==> src/rtl/stepper_ramp_pulse_generator_assert.svh <==
// ----------------------------------------------------------------------------
// Assertion macros for the step-pulse generator
// Compiled out when NO_ASSERTIONS is defined.
// ----------------------------------------------------------------------------
`ifndef STEPPER_RAMP_PULSE_GENERATOR_ASSERT_SVH
`define STEPPER_RAMP_PULSE_GENERATOR_ASSERT_SVH
`ifndef NO_ASSERTIONS
`define SRPG_ASSERT(label, clk, rst, prop, msg) \
   label: assert property (@(posedge clk) disable iff (rst) prop) else $error(msg);
`define SRPG_ASSERT_ALWAYS(label, clk, prop, msg) \
   label: assert property (@(posedge clk) prop) else $error(msg);
`else
`define SRPG_ASSERT(label, clk, rst, prop, msg)
`define SRPG_ASSERT_ALWAYS(label, clk, prop, msg)
`endif
`endif

==> src/rtl/srpg_pkg.sv <==
// ----------------------------------------------------------------------------
// srpg_pkg
// Shared constants and types of the step-pulse generator.
// ----------------------------------------------------------------------------
`timescale 1ns / 1ps
`default_nettype none

package srpg_pkg;

   localparam int DEF_COUNT_BITS    = 32;
   localparam int DEF_FRACTION_BITS = 8;

   localparam int OP_W       = 3;
   localparam int STEPS_W    = 32;
   localparam int READING_W  = 12;
   localparam int POS_W      = 32;
   localparam int IVL_OUT_W  = 22;
   localparam int START_W    = 14;
   localparam int SHORT_W    = 10;
   localparam int HALF_W     = 13;
   localparam int REQ_DATA_W = 48;
   localparam int RSP_DATA_W = 64;
   localparam int CSR_IDX_W  = 2;
   localparam int CSR_DATA_W = 14;

   localparam logic [OP_W-1:0] OP_TICK     = 3'd0;
   localparam logic [OP_W-1:0] OP_MOVE     = 3'd1;
   localparam logic [OP_W-1:0] OP_JOYSTICK = 3'd2;
   localparam logic [OP_W-1:0] OP_STOP     = 3'd3;
   localparam logic [OP_W-1:0] OP_ZERO     = 3'd4;

   localparam logic [CSR_IDX_W-1:0] CSR_START_INTERVAL    = 2'd0;
   localparam logic [CSR_IDX_W-1:0] CSR_SHORTEST_INTERVAL = 2'd1;
   localparam logic [CSR_IDX_W-1:0] CSR_JOYSTICK_CENTER   = 2'd2;

   localparam logic [START_W-1:0]   RST_START_INTERVAL    = 14'd6200;
   localparam logic [SHORT_W-1:0]   RST_SHORTEST_INTERVAL = 10'd100;
   localparam logic [READING_W-1:0] RST_JOYSTICK_CENTER   = 12'd2048;

   localparam logic [READING_W-1:0] DEAD_BAND    = 12'd200;
   localparam logic [READING_W-1:0] READING_FULL = 12'd4095;
   localparam logic [START_W-1:0]   JOY_FLOOR_US = 14'd1750;

   typedef struct packed {
      logic busy;
      logic done;
   } srpg_div_stat_type;

endpackage

`default_nettype wire

==> src/rtl/stepper_ramp_pulse_generator.sv <==
// ----------------------------------------------------------------------------
// stepper_ramp_pulse_generator
// Step-pulse generator for one motor with linear ramps and joystick mode.
// ----------------------------------------------------------------------------
// Requests arrive on req_*: tuser carries the operation (tick, move,
// joystick sample, stop, zero position), tdata the step count and the
// joystick reading. Every request yields exactly one response on rsp_*
// holding the pin levels, status flags, position and current interval.
// Registers are written through csr_*; the user must write them only while
// the block is idle, which the block itself does not check. A plain request
// passes through S_EMIT, which loads the response into the output register.
// A tick that ends a step of a finite move in a ramp runs the shared serial
// divider, one quotient bit per cycle. A joystick sample outside the
// deadzone first passes through S_MUL to form the product for the divider.
// One request is in flight at a time; req_tready rises again when the
// response is loaded into the output register, and a new request is taken
// as long as that register is empty or being drained.
// Reset clears all motion state, loads the default registers and sets the
// interval to the start interval. A stalled receiver holds the response;
// no further request is taken until it is accepted.
// ----------------------------------------------------------------------------
`timescale 1ns / 1ps
`default_nettype none
`include "stepper_ramp_pulse_generator_assert.svh"

module stepper_ramp_pulse_generator
   import srpg_pkg::*;
#(
   parameter int COUNT_BITS    = DEF_COUNT_BITS,
   parameter int FRACTION_BITS = DEF_FRACTION_BITS
) (
   input  wire logic                  clock,
   input  wire logic                  reset,
   input  wire logic                  req_tvalid,
   output logic                       req_tready,
   // move_steps[31:0], joystick_reading[43:32]
   input  wire logic [REQ_DATA_W-1:0] req_tdata,
   // operation[2:0]
   input  wire logic [OP_W-1:0]       req_tuser,
   output logic                       rsp_tvalid,
   input  wire logic                  rsp_tready,
   // step_out[0], direction_out[1], running[2], move_done[3],
   // position[35:4], step_interval[57:36]
   output logic [RSP_DATA_W-1:0]      rsp_tdata,
   input  wire logic                  csr_we,
   input  wire logic [CSR_IDX_W-1:0]  csr_index,
   input  wire logic [CSR_DATA_W-1:0] csr_wdata
);

   localparam int CB    = COUNT_BITS;
   localparam int IB    = START_W + FRACTION_BITS;
   localparam int DVD_W = IB + READING_W;
   localparam int DVS_W = CB + 2;
   localparam logic [CB-1:0] CNT_MAX = '1;
   localparam logic [IB-1:0] IVL_MAX = '1;
   localparam logic [IB-1:0] JOY_FLOOR = {JOY_FLOOR_US, {FRACTION_BITS{1'b0}}};

   typedef enum logic [1:0] {S_IDLE, S_MUL, S_DIV, S_EMIT} state_type;
   typedef enum logic [1:0] {K_UP, K_DOWN, K_JOY} kind_type;

   typedef struct packed {
      logic                level;
      logic                active;
      logic                cont;
      logic                fin;
      logic                rev;
      logic [POS_W-1:0]    pos;
      logic [CB-1:0]       taken;
      logic [CB-1:0]       wanted;
      logic [CB-1:0]       rlen;
      logic [CB-1:0]       ridx;
      logic [IB-1:0]       ivl;
      logic [HALF_W-1:0]   half;
      logic [HALF_W-1:0]   tleft;
   } motor_type;

   function automatic logic [HALF_W-1:0] arm_of(input logic [HALF_W-1:0] d);
      arm_of = (d == '0) ? HALF_W'(1) : d;
   endfunction

   function automatic logic [HALF_W-1:0] half_of(input logic [IB-1:0] c);
      half_of = c[FRACTION_BITS+HALF_W : FRACTION_BITS+1];
   endfunction

   state_type            state_ff, state_in;
   kind_type             kind_ff, kind_in;
   motor_type            mot_ff, mot_in;
   logic [START_W-1:0]   start_ff, start_in;
   logic [SHORT_W-1:0]   short_ff, short_in;
   logic [READING_W-1:0] center_ff, center_in;
   logic [READING_W-1:0] ad_ff, ad_in;
   logic [READING_W-1:0] span_ff, span_in;
   logic [DVD_W-1:0]     dvd_ff, dvd_in;
   logic [DVS_W-1:0]     dvs_ff, dvs_in;
   logic                 go_ff, go_in;
   logic                 rsp_valid_ff, rsp_valid_in;
   logic [RSP_DATA_W-1:0] rsp_data_ff, rsp_data_in;

   srpg_div_stat_type    div_stat;
   logic [DVD_W-1:0]     div_quo;
   logic [IB-1:0]        quo;

   logic                 accept;
   logic [OP_W-1:0]      op;
   logic [STEPS_W-1:0]   raw_steps;
   logic [STEPS_W-1:0]   mag;
   logic [READING_W-1:0] reading;
   logic [READING_W:0]   delta;
   logic [READING_W-1:0] ad;
   logic [READING_W-1:0] span_raw;
   logic [IB-1:0]        ivl_st;
   logic [IB-1:0]        ivl_sh;
   logic [IB-1:0]        diff;
   logic [CB-1:0]        taken_inc;
   logic [CB-1:0]        idx_up;
   logic [CB-1:0]        idx_dn;
   logic [CB-1:0]        thr;
   logic [IB-1:0]        c_up;
   logic [IB+1:0]        c_dn;
   logic [IB-1:0]        want;

   assign accept    = req_tvalid && req_tready;
   assign op        = req_tuser;
   assign raw_steps = req_tdata[STEPS_W-1:0];
   assign reading   = req_tdata[STEPS_W+READING_W-1:STEPS_W];
   assign mag       = raw_steps[STEPS_W-1] ? (~raw_steps + 1'b1) : raw_steps;
   assign delta     = {1'b0, reading} - {1'b0, center_ff};
   assign ad        = delta[READING_W] ? READING_W'(~delta + 1'b1) : delta[READING_W-1:0];
   assign span_raw  = delta[READING_W] ? center_ff : READING_FULL - center_ff;
   assign ivl_st    = {start_ff, {FRACTION_BITS{1'b0}}};
   assign ivl_sh    = {{(START_W-SHORT_W){1'b0}}, short_ff, {FRACTION_BITS{1'b0}}};
   assign diff      = (ivl_st >= ivl_sh) ? ivl_st - ivl_sh : ivl_sh - ivl_st;
   assign taken_inc = mot_ff.taken + 1'b1;
   assign idx_up    = (mot_ff.ridx != CNT_MAX) ? mot_ff.ridx + 1'b1 : mot_ff.ridx;
   assign idx_dn    = mot_ff.ridx - 1'b1;
   assign thr       = (mot_ff.wanted >= mot_ff.rlen) ? mot_ff.wanted - mot_ff.rlen : '0;
   assign quo       = div_quo[IB-1:0];
   assign c_up      = mot_ff.ivl - quo;
   assign c_dn      = {2'b00, mot_ff.ivl} + {2'b00, quo};
   assign want      = (ivl_st >= ivl_sh) ? ivl_st - quo : ivl_st + quo;

   srpg_divider #(
      .DVD_W (DVD_W),
      .DVS_W (DVS_W)
   ) u_divider (
      .clock    (clock),
      .reset    (reset),
      .start    (go_ff),
      .dividend (dvd_ff),
      .divisor  (dvs_ff),
      .stat     (div_stat),
      .quotient (div_quo)
   );

   always_comb begin
      state_in     = state_ff;
      kind_in      = kind_ff;
      mot_in       = mot_ff;
      start_in     = start_ff;
      short_in     = short_ff;
      center_in    = center_ff;
      ad_in        = ad_ff;
      span_in      = span_ff;
      dvd_in       = dvd_ff;
      dvs_in       = dvs_ff;
      go_in        = 1'b0;
      rsp_valid_in = rsp_valid_ff && !rsp_tready;
      rsp_data_in  = rsp_data_ff;

      if (csr_we) begin
         case (csr_index)
            CSR_START_INTERVAL:    start_in  = csr_wdata;
            CSR_SHORTEST_INTERVAL: short_in  = csr_wdata[SHORT_W-1:0];
            CSR_JOYSTICK_CENTER:   center_in = csr_wdata[READING_W-1:0];
            default: ;
         endcase
      end

      case (state_ff)
         S_IDLE: begin
            if (accept) begin
               state_in = S_EMIT;
               case (op)
                  OP_TICK: begin
                     if (mot_ff.active) begin
                        if (mot_ff.tleft > HALF_W'(1)) begin
                           mot_in.tleft = mot_ff.tleft - 1'b1;
                        end else if (!mot_ff.cont && mot_ff.taken >= mot_ff.wanted) begin
                           mot_in.fin    = 1'b1;
                           mot_in.active = 1'b0;
                        end else if (!mot_ff.level) begin
                           mot_in.level = 1'b1;
                           mot_in.tleft = arm_of(mot_ff.half);
                        end else begin
                           mot_in.level = 1'b0;
                           mot_in.taken = taken_inc;
                           mot_in.pos   = mot_ff.rev ? mot_ff.pos - 1'b1 : mot_ff.pos + 1'b1;
                           mot_in.half  = half_of(mot_ff.ivl);
                           mot_in.tleft = arm_of(half_of(mot_ff.ivl));
                           if (!mot_ff.cont) begin
                              if (mot_ff.rlen == '0) begin
                                 // accelerate: divide 2c by 4n+1
                                 mot_in.ridx = idx_up;
                                 dvd_in      = DVD_W'({mot_ff.ivl, 1'b0});
                                 dvs_in      = {idx_up, 2'b01};
                                 kind_in     = K_UP;
                                 go_in       = 1'b1;
                                 state_in    = S_DIV;
                              end else if (taken_inc >= thr && mot_ff.ridx > CB'(1)) begin
                                 // decelerate: divide 2c by 4n-1
                                 mot_in.ridx = idx_dn;
                                 dvd_in      = DVD_W'({mot_ff.ivl, 1'b0});
                                 dvs_in      = {idx_dn - 1'b1, 2'b11};
                                 kind_in     = K_DOWN;
                                 go_in       = 1'b1;
                                 state_in    = S_DIV;
                              end
                           end
                        end
                     end
                  end
                  OP_MOVE: begin
                     mot_in.wanted = (mag > 32'(CNT_MAX)) ? CNT_MAX : mag[CB-1:0];
                     mot_in.taken  = '0;
                     mot_in.rlen   = '0;
                     mot_in.ridx   = '0;
                     mot_in.fin    = 1'b0;
                     mot_in.level  = 1'b0;
                     mot_in.cont   = 1'b0;
                     mot_in.rev    = raw_steps[STEPS_W-1];
                     mot_in.ivl    = ivl_st;
                     mot_in.half   = half_of(ivl_st);
                     mot_in.active = 1'b1;
                     mot_in.tleft  = arm_of(half_of(ivl_st));
                  end
                  OP_JOYSTICK: begin
                     if (ad <= DEAD_BAND) begin
                        if (mot_ff.active) begin
                           mot_in.active = 1'b0;
                           mot_in.cont   = 1'b0;
                           mot_in.fin    = 1'b1;
                           mot_in.level  = 1'b0;
                        end
                     end else begin
                        mot_in.rev = delta[READING_W];
                        ad_in      = ad;
                        span_in    = (span_raw < ad) ? ad : span_raw;
                        state_in   = S_MUL;
                     end
                  end
                  OP_STOP: begin
                     if (mot_ff.active) begin
                        mot_in.active = 1'b0;
                        mot_in.cont   = 1'b0;
                        mot_in.fin    = 1'b1;
                        mot_in.level  = 1'b0;
                     end
                  end
                  OP_ZERO: mot_in.pos = '0;
                  default: ;
               endcase
            end
         end
         S_MUL: begin
            dvd_in   = {{IB{1'b0}}, ad_ff} * {{READING_W{1'b0}}, diff};
            dvs_in   = DVS_W'(span_ff);
            kind_in  = K_JOY;
            go_in    = 1'b1;
            state_in = S_DIV;
         end
         S_DIV: begin
            if (div_stat.done) begin
               state_in = S_EMIT;
               case (kind_ff)
                  K_UP: begin
                     mot_in.ivl   = (c_up <= ivl_sh) ? ivl_sh : c_up;
                     mot_in.half  = half_of((c_up <= ivl_sh) ? ivl_sh : c_up);
                     mot_in.tleft = arm_of(half_of((c_up <= ivl_sh) ? ivl_sh : c_up));
                     if (c_up <= ivl_sh || mot_ff.taken >= (mot_ff.wanted >> 1)) begin
                        mot_in.rlen = mot_ff.taken;
                     end
                  end
                  K_DOWN: begin
                     mot_in.ivl   = (c_dn > {2'b00, IVL_MAX}) ? IVL_MAX : c_dn[IB-1:0];
                     mot_in.half  = half_of((c_dn > {2'b00, IVL_MAX}) ? IVL_MAX : c_dn[IB-1:0]);
                     mot_in.tleft = arm_of(half_of((c_dn > {2'b00, IVL_MAX}) ?
                                                   IVL_MAX : c_dn[IB-1:0]));
                  end
                  K_JOY: begin
                     mot_in.ivl  = (want < JOY_FLOOR) ? JOY_FLOOR : want;
                     mot_in.half = half_of((want < JOY_FLOOR) ? JOY_FLOOR : want);
                     if (!mot_ff.active) begin
                        mot_in.cont   = 1'b1;
                        mot_in.fin    = 1'b0;
                        mot_in.level  = 1'b0;
                        mot_in.taken  = '0;
                        mot_in.active = 1'b1;
                        mot_in.tleft  = arm_of(half_of((want < JOY_FLOOR) ? JOY_FLOOR : want));
                     end
                  end
                  default: ;
               endcase
            end
         end
         S_EMIT: begin
            rsp_valid_in = 1'b1;
            rsp_data_in  = {{(RSP_DATA_W-IVL_OUT_W-POS_W-4){1'b0}}, IVL_OUT_W'(mot_ff.ivl),
                            mot_ff.pos, mot_ff.fin, mot_ff.active, mot_ff.rev, mot_ff.level};
            state_in     = S_IDLE;
         end
         default: state_in = S_IDLE;
      endcase
   end

   always_ff @(posedge clock) begin
      if (reset) begin
         state_ff     <= S_IDLE;
         kind_ff      <= K_UP;
         mot_ff       <= '{level: 1'b0, active: 1'b0, cont: 1'b0, fin: 1'b0, rev: 1'b0,
                           pos: '0, taken: '0, wanted: '0, rlen: '0, ridx: '0,
                           ivl: {RST_START_INTERVAL, {FRACTION_BITS{1'b0}}},
                           half: RST_START_INTERVAL[START_W-1:1], tleft: '0};
         start_ff     <= RST_START_INTERVAL;
         short_ff     <= RST_SHORTEST_INTERVAL;
         center_ff    <= RST_JOYSTICK_CENTER;
         go_ff        <= 1'b0;
         rsp_valid_ff <= 1'b0;
      end else begin
         state_ff     <= state_in;
         kind_ff      <= kind_in;
         mot_ff       <= mot_in;
         start_ff     <= start_in;
         short_ff     <= short_in;
         center_ff    <= center_in;
         go_ff        <= go_in;
         rsp_valid_ff <= rsp_valid_in;
      end
      ad_ff       <= ad_in;
      span_ff     <= span_in;
      dvd_ff      <= dvd_in;
      dvs_ff      <= dvs_in;
      rsp_data_ff <= rsp_data_in;
   end

   assign req_tready = (state_ff == S_IDLE) && (!rsp_valid_ff || rsp_tready);
   assign rsp_tvalid = rsp_valid_ff;
   assign rsp_tdata  = rsp_data_ff;

   `SRPG_ASSERT(a_one_in_flight, clock, reset, accept |=> !req_tready, "request overlap")
   `SRPG_ASSERT(a_done_excl, clock, reset,
                rsp_tvalid |-> !(rsp_tdata[2] && rsp_tdata[3]), "running and done together")
   `SRPG_ASSERT(a_div_owned, clock, reset, div_stat.done |-> (state_ff == S_DIV), "stray divider result")
   `SRPG_ASSERT(a_rsp_drain, clock, reset, (rsp_tvalid && rsp_tready) |=> !rsp_tvalid, "response repeated")

endmodule

`default_nettype wire

==> src/rtl/srpg_divider.sv <==
// ----------------------------------------------------------------------------
// srpg_divider
// Restoring divider, one quotient bit per cycle, shared by all ramp and
// joystick interval calculations.
// ----------------------------------------------------------------------------
`timescale 1ns / 1ps
`default_nettype none

module srpg_divider
   import srpg_pkg::*;
#(
   parameter int DVD_W = 34,
   parameter int DVS_W = 34
) (
   input  wire logic             clock,
   input  wire logic             reset,
   input  wire logic             start,
   input  wire logic [DVD_W-1:0] dividend,
   input  wire logic [DVS_W-1:0] divisor,
   output srpg_div_stat_type     stat,
   output logic      [DVD_W-1:0] quotient
);

   localparam int CW = $clog2(DVD_W + 1);

   logic [CW-1:0]    cnt_ff, cnt_in;
   logic             busy_ff, busy_in;
   logic             done_ff, done_in;
   logic [DVD_W-1:0] quo_ff, quo_in;
   logic [DVS_W-1:0] rem_ff, rem_in;
   logic [DVS_W-1:0] dvs_ff, dvs_in;
   logic [DVS_W:0]   shifted;
   logic             fits;

   assign shifted = {rem_ff, quo_ff[DVD_W-1]};
   assign fits    = shifted >= {1'b0, dvs_ff};

   always_comb begin
      cnt_in  = cnt_ff;
      busy_in = busy_ff;
      done_in = 1'b0;
      quo_in  = quo_ff;
      rem_in  = rem_ff;
      dvs_in  = dvs_ff;
      if (start) begin
         cnt_in  = CW'(DVD_W);
         busy_in = 1'b1;
         quo_in  = dividend;
         rem_in  = '0;
         dvs_in  = divisor;
      end else if (busy_ff) begin
         rem_in = fits ? DVS_W'(shifted - {1'b0, dvs_ff}) : shifted[DVS_W-1:0];
         quo_in = {quo_ff[DVD_W-2:0], fits};
         cnt_in = cnt_ff - 1'b1;
         if (cnt_ff == CW'(1)) begin
            busy_in = 1'b0;
            done_in = 1'b1;
         end
      end
   end

   always_ff @(posedge clock) begin
      if (reset) begin
         cnt_ff  <= '0;
         busy_ff <= 1'b0;
         done_ff <= 1'b0;
      end else begin
         cnt_ff  <= cnt_in;
         busy_ff <= busy_in;
         done_ff <= done_in;
      end
      quo_ff <= quo_in;
      rem_ff <= rem_in;
      dvs_ff <= dvs_in;
   end

   assign stat.busy = busy_ff;
   assign stat.done = done_ff;
   assign quotient  = quo_ff;

endmodule

`default_nettype wire
==> config.mk <==
export PLATFORM = sky130hd
export DESIGN_NAME = stepper_ramp_pulse_generator
export DESIGN_NICKNAME = d
export VERILOG_FILES = /design/src/rtl/srpg_pkg.sv /design/src/rtl/stepper_ramp_pulse_generator.sv /design/src/rtl/srpg_divider.sv
export VERILOG_INCLUDE_DIRS = /design/src /design/src/rtl
export SDC_FILE = /design/constraint.sdc
export NUM_CORES = 2
export LEC_CHECK = 0
export BUFFER_PORTS_ARGS = -buffer_cell sky130_fd_sc_hd__buf_2
export CAP_MARGIN = 5
export CORE_MARGIN = 8
export CORE_UTILIZATION = 60
export CTS_BUF_LIST = sky130_fd_sc_hd__clkbuf_4 sky130_fd_sc_hd__clkbuf_8 sky130_fd_sc_hd__clkbuf_16
export DETAILED_ROUTE_END_ITERATION = 12
export PLACE_DENSITY = 0.77
export SLEW_MARGIN = 20
export SYNTH_ARGS = -nofsm -noshare
export SYNTH_HDL_FRONTEND = slang
export SYNTH_SLANG_ARGS = --single-unit
==> constraint.sdc <==
create_clock -name clock -period 18.1 [get_ports clock]
set_input_delay 0.905 -clock clock [delete_from_list [all_inputs] [get_ports clock]]
set_output_delay 0.905 -clock clock [all_outputs]
set_load 0.005 [all_outputs]
Yosys cells after proc, flatten, opt, wreduce, memory -nomap -nowiden
Cells that the tools add are included.
{"block": "word_totals", "register_bits": 515, "elab_cells": 301}
{"block": "op_classes", "add_sub_neg": 20, "n_mul": 1, "n_lt_le_gt_ge": 14, "eq_ne": 46, "muxes": 136, "n_bitwise": 4, "n_reduce_logical": 48}
{"cell": "$mux 34", "count": 21}
{"cell": "$mux 32", "count": 18}
{"cell": "$mux 64", "count": 5}
{"cell": "$pmux 32 s2", "count": 5}
{"cell": "$mux 213", "count": 1}
{"cell": "$pmux 48 s3", "count": 1}
{"cell": "$mux 13", "count": 11}
{"cell": "$pmux 34 s2", "count": 2}
{"cell": "$mux 22", "count": 6}
{"cell": "$add 32x1->32 const B", "count": 4}
{"cell": "$ge 32x32->1", "count": 3}
{"cell": "$pmux 48 s2", "count": 1}
{"cell": "$sub 32x1->32 const B", "count": 3}
{"cell": "$logic_not 13->1", "count": 6}
{"cell": "$mux 26", "count": 2}
{"cell": "$pmux 26 s2", "count": 1}
{"cell": "$mux 48", "count": 1}
{"cell": "$sub 22x22->22", "count": 2}
{"cell": "$mux 12", "count": 3}
{"cell": "$ge 35x34->1", "count": 1}
{"cell": "$mul 12x22->34", "count": 1}
{"cell": "$sub 34x34->34", "count": 1}
{"cell": "$ge 32x31->1", "count": 1}
{"cell": "$gt 32x1->1 const B", "count": 1}
{"cell": "other kinds (63)", "count": 168}

Logic depth before layout (Yosys ltp)
{"block": "depth", "word_depth": 14, "ltp_mapped": 37, "mapped_depth_nobuf": 34}

Modules after synthesis
Synthesis repeated with hierarchy kept, for this count alone.
{"block": "hier_totals", "cells_unflattened": 5505, "area_unflattened_um2": 45740.1}
{"module": "stepper_ramp_pulse_generator", "n_inst": 1, "cells_per_inst": 4887, "area_per_inst_um2": 39367.8, "seq_area_each_um2": 9579.2}
{"module": "srpg_divider", "n_inst": 1, "cells_per_inst": 618, "area_per_inst_um2": 6372.4, "seq_area_each_um2": 2882.8}

Least setup slack after synthesis
OpenSTA, ideal clock, no wires.
{"block": "synth_timing", "path_type": "register to register", "from": "reg start_ff[6]", "to": "reg dvd_ff[32] (data pin)", "setup_time_ns": 0.261, "arrival_ns": 7.869, "required_time_ns": 17.839, "setup_slack_ns": 9.969, "stages_incl_launch_ff": 33, "path_buffers": 4, "path_cell_list": "dfxtp_1 -> inv_1 -> ha_1 -> clkbuf_1 -> nand4_1 -> nor2_1 -> o21ai_1 -> nand2_2 -> clkbuf_1 -> buf_1 -> mux2i_1 -> xnor2_1 -> clkbuf_1 -> nand2_1 -> fa_1 -> fa_1 -> fa_1 -> inv_1 -> fa_1 -> inv_1 -> fa_1 -> inv_1 -> ha_1 -> or3_1 -> o21ai_0 -> a21oi_1 -> a41o_1 -> o211a_1 -> o21a_1 -> o21ai_0 -> a21oi_1 -> a31oi_1 -> mux2i_1"}
{"block": "synth_between", "elab_chain_cells": 4, "elab_cells_between_ends": 6}
{"element": "start, declared", "line": "stepper_ramp_pulse_generator.sv:88", "rtl": "logic [START_W-1:0] start_ff, start_in;"}
{"element": "start signal, assigned", "line": "stepper_ramp_pulse_generator.sv:332", "rtl": "start_ff <= start_in;"}
{"element": "$sub 18x22->22 (tied with other cells)", "line": "stepper_ramp_pulse_generator.sv:132", "rtl": "assign diff = (ivl_st >= ivl_sh) ? ivl_st - ivl_sh : ivl_sh - ivl_st;"}
{"element": "$mux 22 (*)", "line": "stepper_ramp_pulse_generator.sv:132"}
{"element": "$mul 12x22->34 (*)", "line": "stepper_ramp_pulse_generator.sv:265", "rtl": "dvd_in = {{IB{1'b0}}, ad_ff} * {{READING_W{1'b0}}, diff};"}
{"element": "$pmux 34 s2 (*)", "line": "stepper_ramp_pulse_generator.sv:179", "rtl": "case (state_ff)"}
{"element": "end signal, assigned", "line": "stepper_ramp_pulse_generator.sv:340", "rtl": "dvd_ff <= dvd_in;"}
{"element": "end, declared", "line": "stepper_ramp_pulse_generator.sv:93", "rtl": "logic [DVD_W-1:0] dvd_ff, dvd_in;"}
Mark *: on every way between the ends. The rest lies on a longest branch, timed or not.
A chain may end at the register's enable or synchronous reset.

Final worst setup path
{"block": "layout_timing", "from": "reg start_ff[3]", "to": "reg dvd_ff[32] (data pin)"}
Same word-level chain as after synthesis.

==> summary.txt <==
Run status
  • Run status: completed

Hold path
  • Hold/Removal Path Class: reg -> reg

Logic synthesis
  • Avg Cell Area, Syn: 8.39 um^2
  • Prevailing post-synth register cell: dfxtp_1
  • Sequential cell area fraction in the yosys report: 0.289
  • Number of flops mapped to enable cells by yosys: 217
  • Top cells by count, synth: nand2_1, inv_1, ha_1
  • Post-Syn Area: 43100 um^2
  • Synth unique cells: 108
  • Dominant cells by area after synthesis: edfxtp_1, dfxtp_1, ha_1, fa_1, nand2_1
  • Synth Register Bits: slightly above 500
  • Post-synthesis cell count: ~5100
  • Top-area cell type share of the netlist area: 0.151
  • Most frequent cell after synthesis: nand2_1
  • Ys Warns: 0
  • Share of flip-flops with an asynchronous set or reset: 0
  • Area leader, netlist: edfxtp_1

Power and ir drop
  • PD cells: 152 nW/um^2
  • VDD IR max: 0.149 mV
  • Lkg Pwr: 19.8 nW

Clock tree
  • CTS buffer count: 58
  • CTS sink count: ~510
  • H-tree depth: 2
  • CTS Buffer Depth: 3
  • CTS root buf: clkbuf_16
  • Clk_lat worst skew: roughly 0.65 ns
  • CTS resizes: 0
  • CTS Hold Bufs: 0
  • Post-CTS setup buffer count: 0
  • CTS tree: yes
  • Worst-path clk slew: 0.07 ns

Layout
  • Fin nets: about 5700
  • Area Growth Syn to Fin: 7.94%
  • Share of cells above drive strength 1: 0.0822
  • Finished Layout Cells: ~6100

Timing
  • Worst slew margin: 0.264
  • # setup viols final: 0
  • Final Hold Fails: 0
  • Fin Clk Skew: about 0.032 ns
  • Tcrit/Tclk final: 0.533
  • Fin Setup TNS: 0 ns
  • Clock period minus worst slack: 9.65 ns
  • Worst slew pin tran: ~1.1 ns
  • Peak Freq: approximately 100 MHz
  • RSZ-0062 raised after global routing: false
  • Slew Viols, Final: 0

Drt
  • Vias: between 30000 and 40000
  • Detail Route Antenna Nets: 0
  • Routed WL: approximately 120000 um
  • Routed wire length per instance: slightly below 20 um
  • DRT iter0 DRCs: between 3000 and 4000
  • Via-per-instance ratio: about 6.1
  • DRC violations left: 0
  • Drt pass-1 iters: 7

Setup path
  • Crit. End Element: flop
  • Bufs and invs on worst path: 5
  • Kind of critical path: reg -> reg
  • Critical Path Source Type: flop
  • Slowest CP cell: dfxtp_1
  • Crit Path Max Fanout: 28
  • Critical Path RT: between 15 and 20 ns
  • Worst path max stage delay: about 0.66 ns
  • Cell family with most CP delay: adder cells
  • WP data arrival: a little over 10 ns
  • Most used cell, CP: fa_1

Global routing
  • Number of global-route vias before repair: 35700
  • GRT Max-Usage Layer: met2
  • GR Util met2: 0.473
  • Met3 Usage GRT: 0.0413
  • Global Route Usage Sum: 0.290
  • First-pass GRT wire length: slightly below 200000 um
  • Met1 Use GR: 0.390
  • Initial antenna violation count: 4
  • Overflow after GRT: 0
  • Largest net degree at the start of global routing: 141

Floorplanning
  • Initial Util: 0.604
  • Overall die height: 284 um
  • I/O pin count: 138
  • Die W: 284 um
  • Core area: between 70000 and 80000 um^2
  • Row count: 98
  • Die area: 80700 um^2

Placement
  • HPWL Detailed: 91600 um
  • PortBufs: around 130
  • Final GP Congestion: approximately 1
  • Placed cell count: roughly 6000

Run
  • Maximum Capacitance Violations: 0
==> layout make-up <==
type / instances / area [um^2]
repair buffers: 176 / 1020
clock inverters: 41 / 603
flip-flops and latches: 514 / 12500
inverters: 452 / 1700
well taps: 950 / 1190
fillers: 6143 / 24800
clock buffers: 69 / 1570
multi-input cells: 3920 / 28000
diodes: 1 / 2.50
==> power by group <==
| group | internal, mW | switching, mW | total (mW) |
|---|---|---|---|
| Clock | 0.800 | 0.537 | 1.34 |
| Combinational | 1.60 | 2.50 | 4.10 |
| Sequential | 1.43 | 0.193 | 1.63 |
| Total | 3.84 | 3.23 | 7.06 |
==> through the flow <==
step / hold WS, ns / util / power [mW] / setup slack (ns) / instance area (um^2)
4_1_cts: 0.411 / 0.652 / 7.02 / 8.21 / 46500
3_5_place_dp: 0.405 / 0.621 / 5.65 / 8.23 / 44300
2_1_floorplan: 0.400 / - / 4.60 / 9.97 / 43100
5_1_grt: 0.421 / 0.652 / 7.61 / 7.99 / 46500
6_report: 0.406 / 0.652 / 7.06 / 8.45 / 46500
3_3_place_gp: 0.400 / 0.621 / 5.57 / 8.45 / 44300
==> logic make-up after synthesis <==
logic type               Yosys count  synth area share
AND/OR/NAND/NOR                 1667             0.188
multiplexers                      86            0.0212
buffers and inverters            710            0.0645
flip-flops                       514             0.289
other                              1         0.0000870
XOR/XNOR                         327            0.0666
AO/OA/AOI/OAI                   1307             0.195
adder cells (fa/ha/maj)          527             0.175
==> state kept, by name, summed over array words and instances (netlist names) <==
signal / flops
u_divider.cnt_ff: 6
go_ff: 1
u_divider.done_ff: 1
rsp_tvalid: 1
u_divider.rem_ff: 34
ad_ff: 12
center_ff: 12
span_ff: 12
dvs_ff: 34
u_divider.busy_ff: 1
short_ff: 10
rsp_tdata: 58
state_ff: 2
dvd_ff: 33
kind_ff: 2
start_ff: 14
u_divider.dvs_ff: 34
u_divider.quotient: 34
mot_ff: 213
==> cells in the final DEF (no fill, tap or decap), types with 114 or more instances in the layout <==
| cell type | instances |
|---|---|
| nand2_1 | 531 |
| inv_1 | 449 |
| ha_1 | 396 |
| nor2_1 | 390 |
| a21oi_1 | 365 |
| dfxtp_1 | 296 |
| o21ai_0 | 295 |
| edfxtp_1 | 217 |
| xnor2_1 | 208 |
| a21o_1 | 129 |
| fa_1 | 129 |
| buf_2 | 126 |
| xor2_1 | 114 |
==> final timing paths <==
check                                 from                        endpoint  slack (ns)  depth (start not counted)
setup / recovery  start_ff[3]$_SDFFE_PP1P_        dvd_ff[32]$_SDFFCE_PN0P_        8.45                         33
hold / removal    dvs_ff[27]$_SDFFCE_PP0P_  u_divider.dvs_ff[27]$_DFFE_PP_        0.41                          0
setup reg to reg  start_ff[3]$_SDFFE_PP1P_        dvd_ff[32]$_SDFFCE_PN0P_        8.45                         33
hold reg to reg   dvs_ff[27]$_SDFFCE_PP0P_  u_divider.dvs_ff[27]$_DFFE_PP_        0.41                          0
==> metal layers <==
metal | vias to the layer above | part of all wire
met1 | 17600 | 0.43
met2 | 1492 | 0.46
met5 | - | 0.00034
li1 | 18100 | -
met3 | 283 | 0.076
met4 | 6 | 0.041
(Power assumes the default switching activity.)
